<file path="config.mk">
export PLATFORM = sky130hd
export DESIGN_NAME = vram_block_slot_cache
export DESIGN_NICKNAME = d
export VERILOG_FILES = /design/src/sv/vbsc_pkg.sv /design/src/sv/vbsc_slot_ram.sv /design/src/sv/vbsc_entry_unit.sv /design/src/sv/vram_block_slot_cache.sv
export SDC_FILE = /design/constraint.sdc
export NUM_CORES = 2
export LEC_CHECK = 0
export ABC_AREA = 0
export CORE_ASPECT_RATIO = 1.25
export CORE_MARGIN = 5
export CORE_UTILIZATION = 50
export DETAILED_ROUTE_END_ITERATION = 7
export DONT_BUFFER_PORTS = 1
export SYNTH_ARGS = -nofsm -noshare
export SYNTH_HDL_FRONTEND = slang
export SYNTH_HIERARCHICAL = 1
export SYNTH_SLANG_ARGS = --single-unit
</file>
<file path="constraint.sdc">
create_clock -name clk -period 12.21 [get_ports clk]
set_input_delay 2.442 -clock clk [delete_from_list [all_inputs] [get_ports clk]]
set_output_delay 2.442 -clock clk [all_outputs]
set_load 0.05 [all_outputs]
</file>
<file path="src/sv/vbsc_pkg.sv">
// shared types, constants and helper functions for the block slot cache
package vbsc_pkg;

	localparam int SLOT_COUNT_DEF = 64;
	localparam int CFG_W          = 6;
	localparam int OP_W           = 3;
	localparam int BLK_W          = 16;
	localparam int USE_W          = 16;
	localparam int AGE_W          = 32;
	localparam int CRD_W          = 16;
	localparam int TRN_W          = 8;
	localparam int TILE_W         = 12;

	localparam logic [CFG_W-1:0]  MAX_IN_USE       = 6'h35;
	localparam logic [CRD_W-1:0]  DMA_COST         = 16'h0110;
	localparam logic [TRN_W-1:0]  LOW_BANK_LAST    = 8'h30;
	localparam logic [TRN_W-1:0]  HIGH_BANK_OFFSET = 8'h4b;
	localparam logic [31:0]       CMD_MASK         = 32'h3fff0003;
	localparam logic [31:0]       CMD_BITS         = 32'h40000080;

	localparam logic [OP_W-1:0] OP_LOAD    = 3'd0;
	localparam logic [OP_W-1:0] OP_FIND    = 3'd1;
	localparam logic [OP_W-1:0] OP_FRAME   = 3'd2;
	localparam logic [OP_W-1:0] OP_CREDIT  = 3'd3;
	localparam logic [OP_W-1:0] OP_AGE     = 3'd4;
	localparam logic [OP_W-1:0] OP_TRIM    = 3'd5;
	localparam logic [OP_W-1:0] OP_CLEAR   = 3'd6;
	localparam logic [OP_W-1:0] OP_UNKNOWN = 3'd7;

	typedef struct packed {
		logic [BLK_W-1:0] block;
		logic [USE_W-1:0] uses;
		logic [AGE_W-1:0] age;
	} entry_t;

	typedef struct packed {
		logic   wr_en;
		entry_t wr_data;
		logic   match;
		logic   cand;
	} unit_res_t;

	function automatic logic [TRN_W-1:0] translate(input logic [TRN_W-1:0] idx);
		translate = idx + ((idx <= LOW_BANK_LAST) ? TRN_W'(1) : HIGH_BANK_OFFSET);
	endfunction

	function automatic logic [31:0] dma_cmd(input logic [TRN_W-1:0] t);
		logic [31:0] t32;
		t32 = 32'(t);
		dma_cmd = (((t32 << 25) | (t32 >> 5)) & CMD_MASK) | CMD_BITS;
	endfunction

endpackage

</file>
<file path="src/sv/vbsc_slot_ram.sv">
// slot table memory with registered read and per-entry valid bits
module vbsc_slot_ram
	import vbsc_pkg::*;
#(
	parameter int DEPTH = SLOT_COUNT_DEF,
	parameter int IDX_W = $clog2(SLOT_COUNT_DEF)
) (
	input  logic             clk,
	input  logic             arst_n,
	input  logic             wr_en,
	input  logic [IDX_W-1:0] wr_addr,
	input  entry_t           wr_data,
	input  logic [IDX_W-1:0] rd_addr,
	output entry_t           rd_data
);

	entry_t           mem [DEPTH];
	logic [DEPTH-1:0] vld_q;
	entry_t           rd_data_q;
	logic             rd_vld_q;

	always_ff @(posedge clk) begin
		if (wr_en) begin
			mem[wr_addr] <= wr_data;
		end
		rd_data_q <= mem[rd_addr];
	end

	always_ff @(posedge clk or negedge arst_n) begin
		if (!arst_n) begin
			vld_q    <= '0;
			rd_vld_q <= 1'b0;
		end else begin
			if (wr_en) begin
				vld_q[wr_addr] <= 1'b1;
			end
			rd_vld_q <= vld_q[rd_addr];
		end
	end

	assign rd_data = rd_vld_q ? rd_data_q : '0;

endmodule

</file>
<file path="src/sv/vbsc_entry_unit.sv">
// shared per-slot compare, add and update unit
module vbsc_entry_unit
	import vbsc_pkg::*;
#(
	parameter int IDX_W = $clog2(SLOT_COUNT_DEF)
) (
	input  logic [OP_W-1:0]  op,
	input  entry_t           entry,
	input  logic [BLK_W-1:0] num,
	input  logic [IDX_W-1:0] idx,
	input  logic [CFG_W-1:0] lim,
	input  logic [AGE_W-1:0] best_age,
	output unit_res_t        res
);

	logic in_range;

	always_comb begin
		in_range    = 32'(idx) < 32'(lim);
		res.wr_en   = 1'b0;
		res.wr_data = entry;
		res.match   = 1'b0;
		res.cand    = 1'b0;
		unique case (op)
			OP_LOAD: begin
				res.match = in_range && (entry.block == num);
				res.cand  = in_range && (entry.uses == '0) && (entry.age > best_age);
			end
			OP_FIND: begin
				res.match = in_range && (entry.block == num);
			end
			OP_FRAME: begin
				res.wr_en        = 1'b1;
				res.wr_data.uses = '0;
			end
			OP_AGE: begin
				res.wr_en       = (entry.uses == '0);
				res.wr_data.age = entry.age + AGE_W'(1);
			end
			OP_TRIM: begin
				res.wr_en   = !in_range;
				res.wr_data = '0;
			end
			OP_CLEAR: begin
				res.wr_en   = 1'b1;
				res.wr_data = '0;
			end
			default: begin
				res.wr_en = 1'b0;
			end
		endcase
	end

endmodule

</file>
<file path="src/sv/vram_block_slot_cache.sv">
// top level: graphics block slot cache with sequential slot scan and dma credit
// load and find scan all slots, then pass through the commit state before the result is posted
// ops 2, 4, 5, 6 post the result after the scan; set credit, unknown op and load of block zero skip the scan
// throughput: one transaction at a time, the next is taken only when idle after the result
// reset clears the slot table through valid bits at once, plus credit and the configured slot limit
module vram_block_slot_cache
	import vbsc_pkg::*;
#(
	parameter int SLOT_COUNT = SLOT_COUNT_DEF
) (
	input  logic              clk,
	input  logic              arst_n,
	input  logic              cfg_we,
	input  logic [CFG_W-1:0]  cfg_wdata,
	input  logic              in_valid,
	output logic              in_stall,
	input  logic [OP_W-1:0]   op,
	input  logic [BLK_W-1:0]  block_number,
	input  logic [CRD_W-1:0]  dma_credit,
	output logic              out_valid,
	input  logic              out_stall,
	output logic [TILE_W-1:0] tile_index,
	output logic              hit,
	output logic              dma_issued,
	output logic [15:0]       dma_cmd_high,
	output logic [15:0]       dma_cmd_low,
	output logic [CRD_W-1:0]  credit_left
);

	localparam int IDX_W = $clog2(SLOT_COUNT);
	localparam int CNT_W = IDX_W + 1;

	typedef enum logic [3:0] {
		ST_IDLE   = 4'b0001,
		ST_SCAN   = 4'b0010,
		ST_COMMIT = 4'b0100,
		ST_RESULT = 4'b1000
	} state_t;

	state_t            state_q;
	logic [CFG_W-1:0]  lim_q;
	logic [CRD_W-1:0]  credit_q;
	logic [OP_W-1:0]   op_q;
	logic [BLK_W-1:0]  num_q;
	logic [CNT_W-1:0]  cnt_q;
	logic              pvalid_s1;
	logic [IDX_W-1:0]  pidx_s1;
	logic              hit_q;
	logic [IDX_W-1:0]  hit_idx_q;
	logic [USE_W-1:0]  hit_uses_q;
	logic              best_q;
	logic [IDX_W-1:0]  best_idx_q;
	logic [AGE_W-1:0]  best_age_q;
	logic [TILE_W-1:0] res_tile_q;
	logic              res_hit_q;
	logic              res_dma_q;
	logic [31:0]       res_cmd_q;
	logic              out_valid_q;
	logic [TILE_W-1:0] out_tile_q;
	logic              out_hit_q;
	logic              out_dma_q;
	logic [31:0]       out_cmd_q;
	logic [CRD_W-1:0]  out_credit_q;

	entry_t            rd_data;
	unit_res_t         ures;
	logic              wr_en;
	logic [IDX_W-1:0]  wr_addr;
	entry_t            wr_data;
	logic              commit_we;
	logic [IDX_W-1:0]  commit_addr;
	entry_t            commit_data;
	logic              scan_issue;
	logic              scan_done;
	logic [TRN_W-1:0]  hit_t;
	logic [TRN_W-1:0]  best_t;
	logic              do_claim;

	vbsc_slot_ram #(
		.DEPTH (SLOT_COUNT),
		.IDX_W (IDX_W)
	) u_ram (
		.clk     (clk),
		.arst_n  (arst_n),
		.wr_en   (wr_en),
		.wr_addr (wr_addr),
		.wr_data (wr_data),
		.rd_addr (cnt_q[IDX_W-1:0]),
		.rd_data (rd_data)
	);

	vbsc_entry_unit #(
		.IDX_W (IDX_W)
	) u_unit (
		.op       (op_q),
		.entry    (rd_data),
		.num      (num_q),
		.idx      (pidx_s1),
		.lim      (lim_q),
		.best_age (best_age_q),
		.res      (ures)
	);

	assign in_stall   = (state_q != ST_IDLE);
	assign scan_issue = (state_q == ST_SCAN) && (cnt_q < CNT_W'(SLOT_COUNT));
	assign scan_done  = (state_q == ST_SCAN) && (cnt_q == CNT_W'(SLOT_COUNT)) && !pvalid_s1;

	assign hit_t    = translate(TRN_W'(hit_idx_q));
	assign best_t   = translate(TRN_W'(best_idx_q));
	assign do_claim = (op_q == OP_LOAD) && !hit_q && best_q && (credit_q >= DMA_COST);

	always_comb begin
		commit_we   = 1'b0;
		commit_addr = hit_idx_q;
		commit_data = '0;
		if (state_q == ST_COMMIT && op_q == OP_LOAD) begin
			priority if (hit_q) begin
				commit_we         = 1'b1;
				commit_data.block = num_q;
				commit_data.uses  = hit_uses_q + USE_W'(1);
			end else if (do_claim) begin
				commit_we         = 1'b1;
				commit_addr       = best_idx_q;
				commit_data.block = num_q;
				commit_data.uses  = USE_W'(1);
			end else begin
				commit_we = 1'b0;
			end
		end
	end

	always_comb begin
		if (state_q == ST_COMMIT) begin
			wr_en   = commit_we;
			wr_addr = commit_addr;
			wr_data = commit_data;
		end else begin
			wr_en   = (state_q == ST_SCAN) && pvalid_s1 && ures.wr_en;
			wr_addr = pidx_s1;
			wr_data = ures.wr_data;
		end
	end

	always_ff @(posedge clk or negedge arst_n) begin
		if (!arst_n) begin
			state_q     <= ST_IDLE;
			lim_q       <= '0;
			credit_q    <= '0;
			cnt_q       <= '0;
			pvalid_s1   <= 1'b0;
			hit_q       <= 1'b0;
			best_q      <= 1'b0;
			out_valid_q <= 1'b0;
		end else begin
			if (cfg_we) begin
				lim_q <= (cfg_wdata > MAX_IN_USE) ? MAX_IN_USE : cfg_wdata;
			end
			if (out_valid_q && !out_stall && state_q != ST_RESULT) begin
				out_valid_q <= 1'b0;
			end
			pvalid_s1 <= scan_issue;
			unique case (state_q)
				ST_IDLE: begin
					if (in_valid) begin
						cnt_q  <= '0;
						hit_q  <= 1'b0;
						best_q <= 1'b0;
						priority if (op == OP_CREDIT) begin
							credit_q <= dma_credit;
							state_q  <= ST_RESULT;
						end else if (op == OP_LOAD && block_number == '0) begin
							state_q <= ST_RESULT;
						end else if (op == OP_UNKNOWN) begin
							state_q <= ST_RESULT;
						end else begin
							state_q <= ST_SCAN;
						end
					end
				end
				ST_SCAN: begin
					if (scan_issue) begin
						cnt_q <= cnt_q + CNT_W'(1);
					end
					if (pvalid_s1 && ures.match && !hit_q) begin
						hit_q <= 1'b1;
					end
					if (pvalid_s1 && ures.cand) begin
						best_q <= 1'b1;
					end
					if (scan_done) begin
						state_q <= (op_q == OP_LOAD || op_q == OP_FIND) ? ST_COMMIT : ST_RESULT;
					end
				end
				ST_COMMIT: begin
					if (do_claim) begin
						credit_q <= credit_q - DMA_COST;
					end
					state_q <= ST_RESULT;
				end
				ST_RESULT: begin
					if (!out_valid_q || !out_stall) begin
						out_valid_q <= 1'b1;
						state_q     <= ST_IDLE;
					end
				end
				default: begin
					state_q <= ST_IDLE;
				end
			endcase
		end
	end

	always_ff @(posedge clk) begin
		if (state_q == ST_IDLE && in_valid) begin
			op_q       <= op;
			num_q      <= block_number;
			best_age_q <= '0;
			res_tile_q <= '0;
			res_hit_q  <= 1'b0;
			res_dma_q  <= 1'b0;
			res_cmd_q  <= '0;
		end
		pidx_s1 <= cnt_q[IDX_W-1:0];
		if (state_q == ST_SCAN && pvalid_s1) begin
			if (ures.match && !hit_q) begin
				hit_idx_q  <= pidx_s1;
				hit_uses_q <= rd_data.uses;
			end
			if (ures.cand) begin
				best_idx_q <= pidx_s1;
				best_age_q <= rd_data.age;
			end
		end
		if (state_q == ST_COMMIT) begin
			priority if (hit_q) begin
				res_tile_q <= {hit_t, 4'b0000};
				res_hit_q  <= 1'b1;
			end else if (do_claim) begin
				res_tile_q <= {best_t, 4'b0000};
				res_dma_q  <= 1'b1;
				res_cmd_q  <= dma_cmd(best_t);
			end else begin
				res_tile_q <= '0;
			end
		end
		if (state_q == ST_RESULT && (!out_valid_q || !out_stall)) begin
			out_tile_q   <= res_tile_q;
			out_hit_q    <= res_hit_q;
			out_dma_q    <= res_dma_q;
			out_cmd_q    <= res_cmd_q;
			out_credit_q <= credit_q;
		end
	end

	assign out_valid    = out_valid_q;
	assign tile_index   = out_tile_q;
	assign hit          = out_hit_q;
	assign dma_issued   = out_dma_q;
	assign dma_cmd_high = out_cmd_q[31:16];
	assign dma_cmd_low  = out_cmd_q[15:0];
	assign credit_left  = out_credit_q;

endmodule
</file>
==> impl_metrics.toml <==
[timing]
finalMaxSlewViolations = 0
hold_viol_final = 0
fin_skew_ns = 0.0538
tns_ns = 0
slew_headroom_pct = 5.00
fin_crit_ns = 6.71
rsz0062_at_grt = "false"
finalSetupViolations = 0
setup_ws_ns = 5.50
hold-worst-slack_ns = 0.417
fmax_ghz = 0.149
tightest_slew_ns = 1.41
min_period_over_period_pct = 54.9

[worst_setup_path]
cp_num_buf_inv = 3
reg2reg_to = "u_ram/mem[58][11]"
r2r_setup_slack_ns = 5.50
r2r_start = "credit_q[5]"
path_cells = "inv_1 > ha_1 > nor3b_1 > o21ai_1 > o2111ai_2 > mux2i_1 > o21ai_1 > nand3_1 > nor2_4 > buf_4 > buf_4"
cp_max_fo = 24
startpoint = "credit_q[5]"
crit_slowest_cell = "nor2_4"
start_kind = "flop"
path_class = "flop to flop"
cp-end-kind = "flop"
crit_arrival_ns = 7.30
cp_slowest_stage_delay_ns = 1.07
required_ns = 12.81
reg2reg_depth = 11
critPathTopFamily = "simple AND/OR/NAND/NOR gates"

[min_path]
hold_depth = 0
min_path_type = "flop to flop"
hold_end = "tile_index[8]"
worstHoldStart = "res_tile_q[8]"

[drt]
wl_per_cell_um = 36.4
drt_wl_total_mm = 471
vias_per_cell = 6.54
drt_first_iter_violations = 12100
vias = 84500
dr.pass1.iters = 6
drc = 0
antenna_left = 0

[placed_design]
port-buffer-count = 0
hpwlAfterDp_mm = 279
routabilityCongestion = 0.871
placed_cell_area_um2 = 176000
dpl_worst_slack_ns = 5.57
placed_cells = 12100

[synth]
syn_inst = 7842
yosysSeqAreaShare_pct = 77.5
synth_edf_count = 4209
synthArstFlopShare_pct = 2.29
netlist_area_um2 = 170000
synthDistinctLibCells = 93
yosysWarningCount = 6
ys_ff_latch = 4447
ys.flop_type = "edfxtp_1"
syn_avg_cell_area_um2 = 21.7

[cts]
clock_latency_ns = 0.98
hold_buffers = 0
cts_buffers = 424
cts_resized = 0
path_clk_slew_ns = 0.06
clockBufferDepth = 4
cts_setup_buffers = 0
cts_tree = "yes"
h-tree-depth = 5
clkSinkCount = 4447
clock-root-buffer = "clkbuf_16"

[floorplanning]
die_y_um = 662
ios = 110
fp.dieW_um = 531
die_area_um2 = 352000
core_um2 = 339000
start_util_pct = 50.2
num_rows = 239

[layout]
instances_no_fill = 12900
fin_nets = 8181
fin_area_um2 = 190000
fill_cells = 25000
final_cell_mix = "edfxtp_1 (4209), mux4_2 (1039), clkbuf_16 (431), o22ai_1 (298), buf_4 (238)"
final_common_cell = "edfxtp_1"
syn2layout_area_growth_pct = 11.8
final_layout_size_suffix_gt1_share_pct = 26.0

[pwr]
peakVddDrop_mv = 0.179
leakage_nw = 60.0
power.density_nw_per_um2 = 205

[global_route]
grt_antenna_before_repair = 36
grt_max_degree = 118
grt_overflow_total = 0
grt_pass1_wl_mm = 660
grt_pass1_vias = 83600
grt_util_all_layers_pct = 26.5

[job]
drv_cap = 0

[status]
status = "finished, final reports clean"
[stage by stage]
step | power, W | util (%)
2_1_floorplan | 0.0234 | -
3_3_place_gp | 0.0261 | 52.0
3_5_place_dp | 0.0262 | 52.0
4_1_cts | 0.0393 | 56.1
5_1_grt | 0.0403 | 56.1
6_report | 0.0390 | 56.1
[synthesized netlist by cell type, drive strengths merged, types with 8 or more instances]
| cell type | instances | area (µm²) |
|---|---|---|
| edfxtp | 4209 | 126000 |
| mux4 | 1039 | 23400 |
| o22ai | 298 | 1860 |
| buf | 290 | 1940 |
| nand2 | 204 | 771 |
| nor2 | 163 | 612 |
| clkbuf | 145 | 557 |
| dfxtp | 136 | 2720 |
| o221ai | 121 | 1060 |
| and2 | 119 | 744 |
| a21oi | 107 | 536 |
| mux2i | 106 | 1060 |
| dfrtp | 101 | 2530 |
| o21ai | 90 | 462 |
| nor4 | 79 | 531 |
| or2 | 71 | 444 |
| o22a | 61 | 534 |
| and3 | 57 | 357 |
| inv | 56 | 210 |
| nand3 | 49 | 250 |
| ha | 47 | 588 |
| xor2 | 29 | 254 |
| nand4 | 22 | 138 |
| a22o | 21 | 184 |
| nor2b | 17 | 106 |
| nor3 | 17 | 85.1 |
| o211ai | 15 | 113 |
| nand2b | 14 | 90.1 |
| xnor2 | 13 | 114 |
| o31ai | 12 | 90.1 |
| mux2 | 11 | 124 |
| a22oi | 8 | 60.1 |
| a31oi | 8 | 50.1 |
| or3 | 8 | 50.1 |
[worst max-delay path by stage]
stage / to / cells after the start
floorplan: u_ram/vld_q[48] / 13
global placement: u_ram/mem[63][19] / 8
detailed placement: u_ram/mem[63][4] / 8
CTS: u_ram/mem[63][3] / 8
global route: u_ram/mem[63][16] / 8
finish: u_ram/mem[58][11] / 11
[registers in the layout, indices dropped and copies added (netlist names), 7 cells and up]
signal / flops
credit_left: 16
res_tile_q: 8
out_cmd_q: 32
hit_uses_q: 16
u_ram/mem: 4096
u_ram/vld_q: 64
cnt_q: 7
best_age_q: 32
num_q: 16
tile_index: 8
credit_q: 16
res_cmd_q: 32
u_ram/rd_data_q: 64
[per-layer routing]
metal	GRT usage, %	up-vias	part of all wire, %
li1	-	33600	-
met1	38.0	45900	39
met2	41.5	4343	47
met3	4.98	674	9.7
met4	9.09	6	3.8
met5	0	-	0.0074
[logic make-up (layout without fill, tap and decap cells)]
| logic type | count (synthesis) | after routing | share of synthesized area, % |
|---|---|---|---|
| xor gates and xnor gates | 42 | 42 | 0.216 |
| muxes | 1156 | 1156 | 14.5 |
| and+or+nand+nor | 851 | 851 | 2.63 |
| buffers and inverters | 492 | 1093 | 1.59 |
| AOI/OAI and AO/OA | 804 | 804 | 3.26 |
| other | 1 | 21 | 0.00221 |
| DFF | 4447 | 4447 | 77.5 |
| adders and majority gates | 49 | 49 | 0.370 |
[layout make-up]
type                    instances  area, µm²  area share (%)
inverters                      57        214           0.113
clock inverters               263       2630            1.38
flip-flops and latches       4447     132000            69.3
multi-input cells            2906      36600            19.3
diodes                         17       42.5          0.0224
well taps                    4458       5580            2.94
clock buffers                 523      11200            5.92
repair buffers                250       2030            1.07
[power breakdown]
part,switching [W],internal [W]
registers,0.000332,0.0172
clock network,0.00570,0.00750
logic,0.00479,0.00349
(Power assumes the default switching activity.)
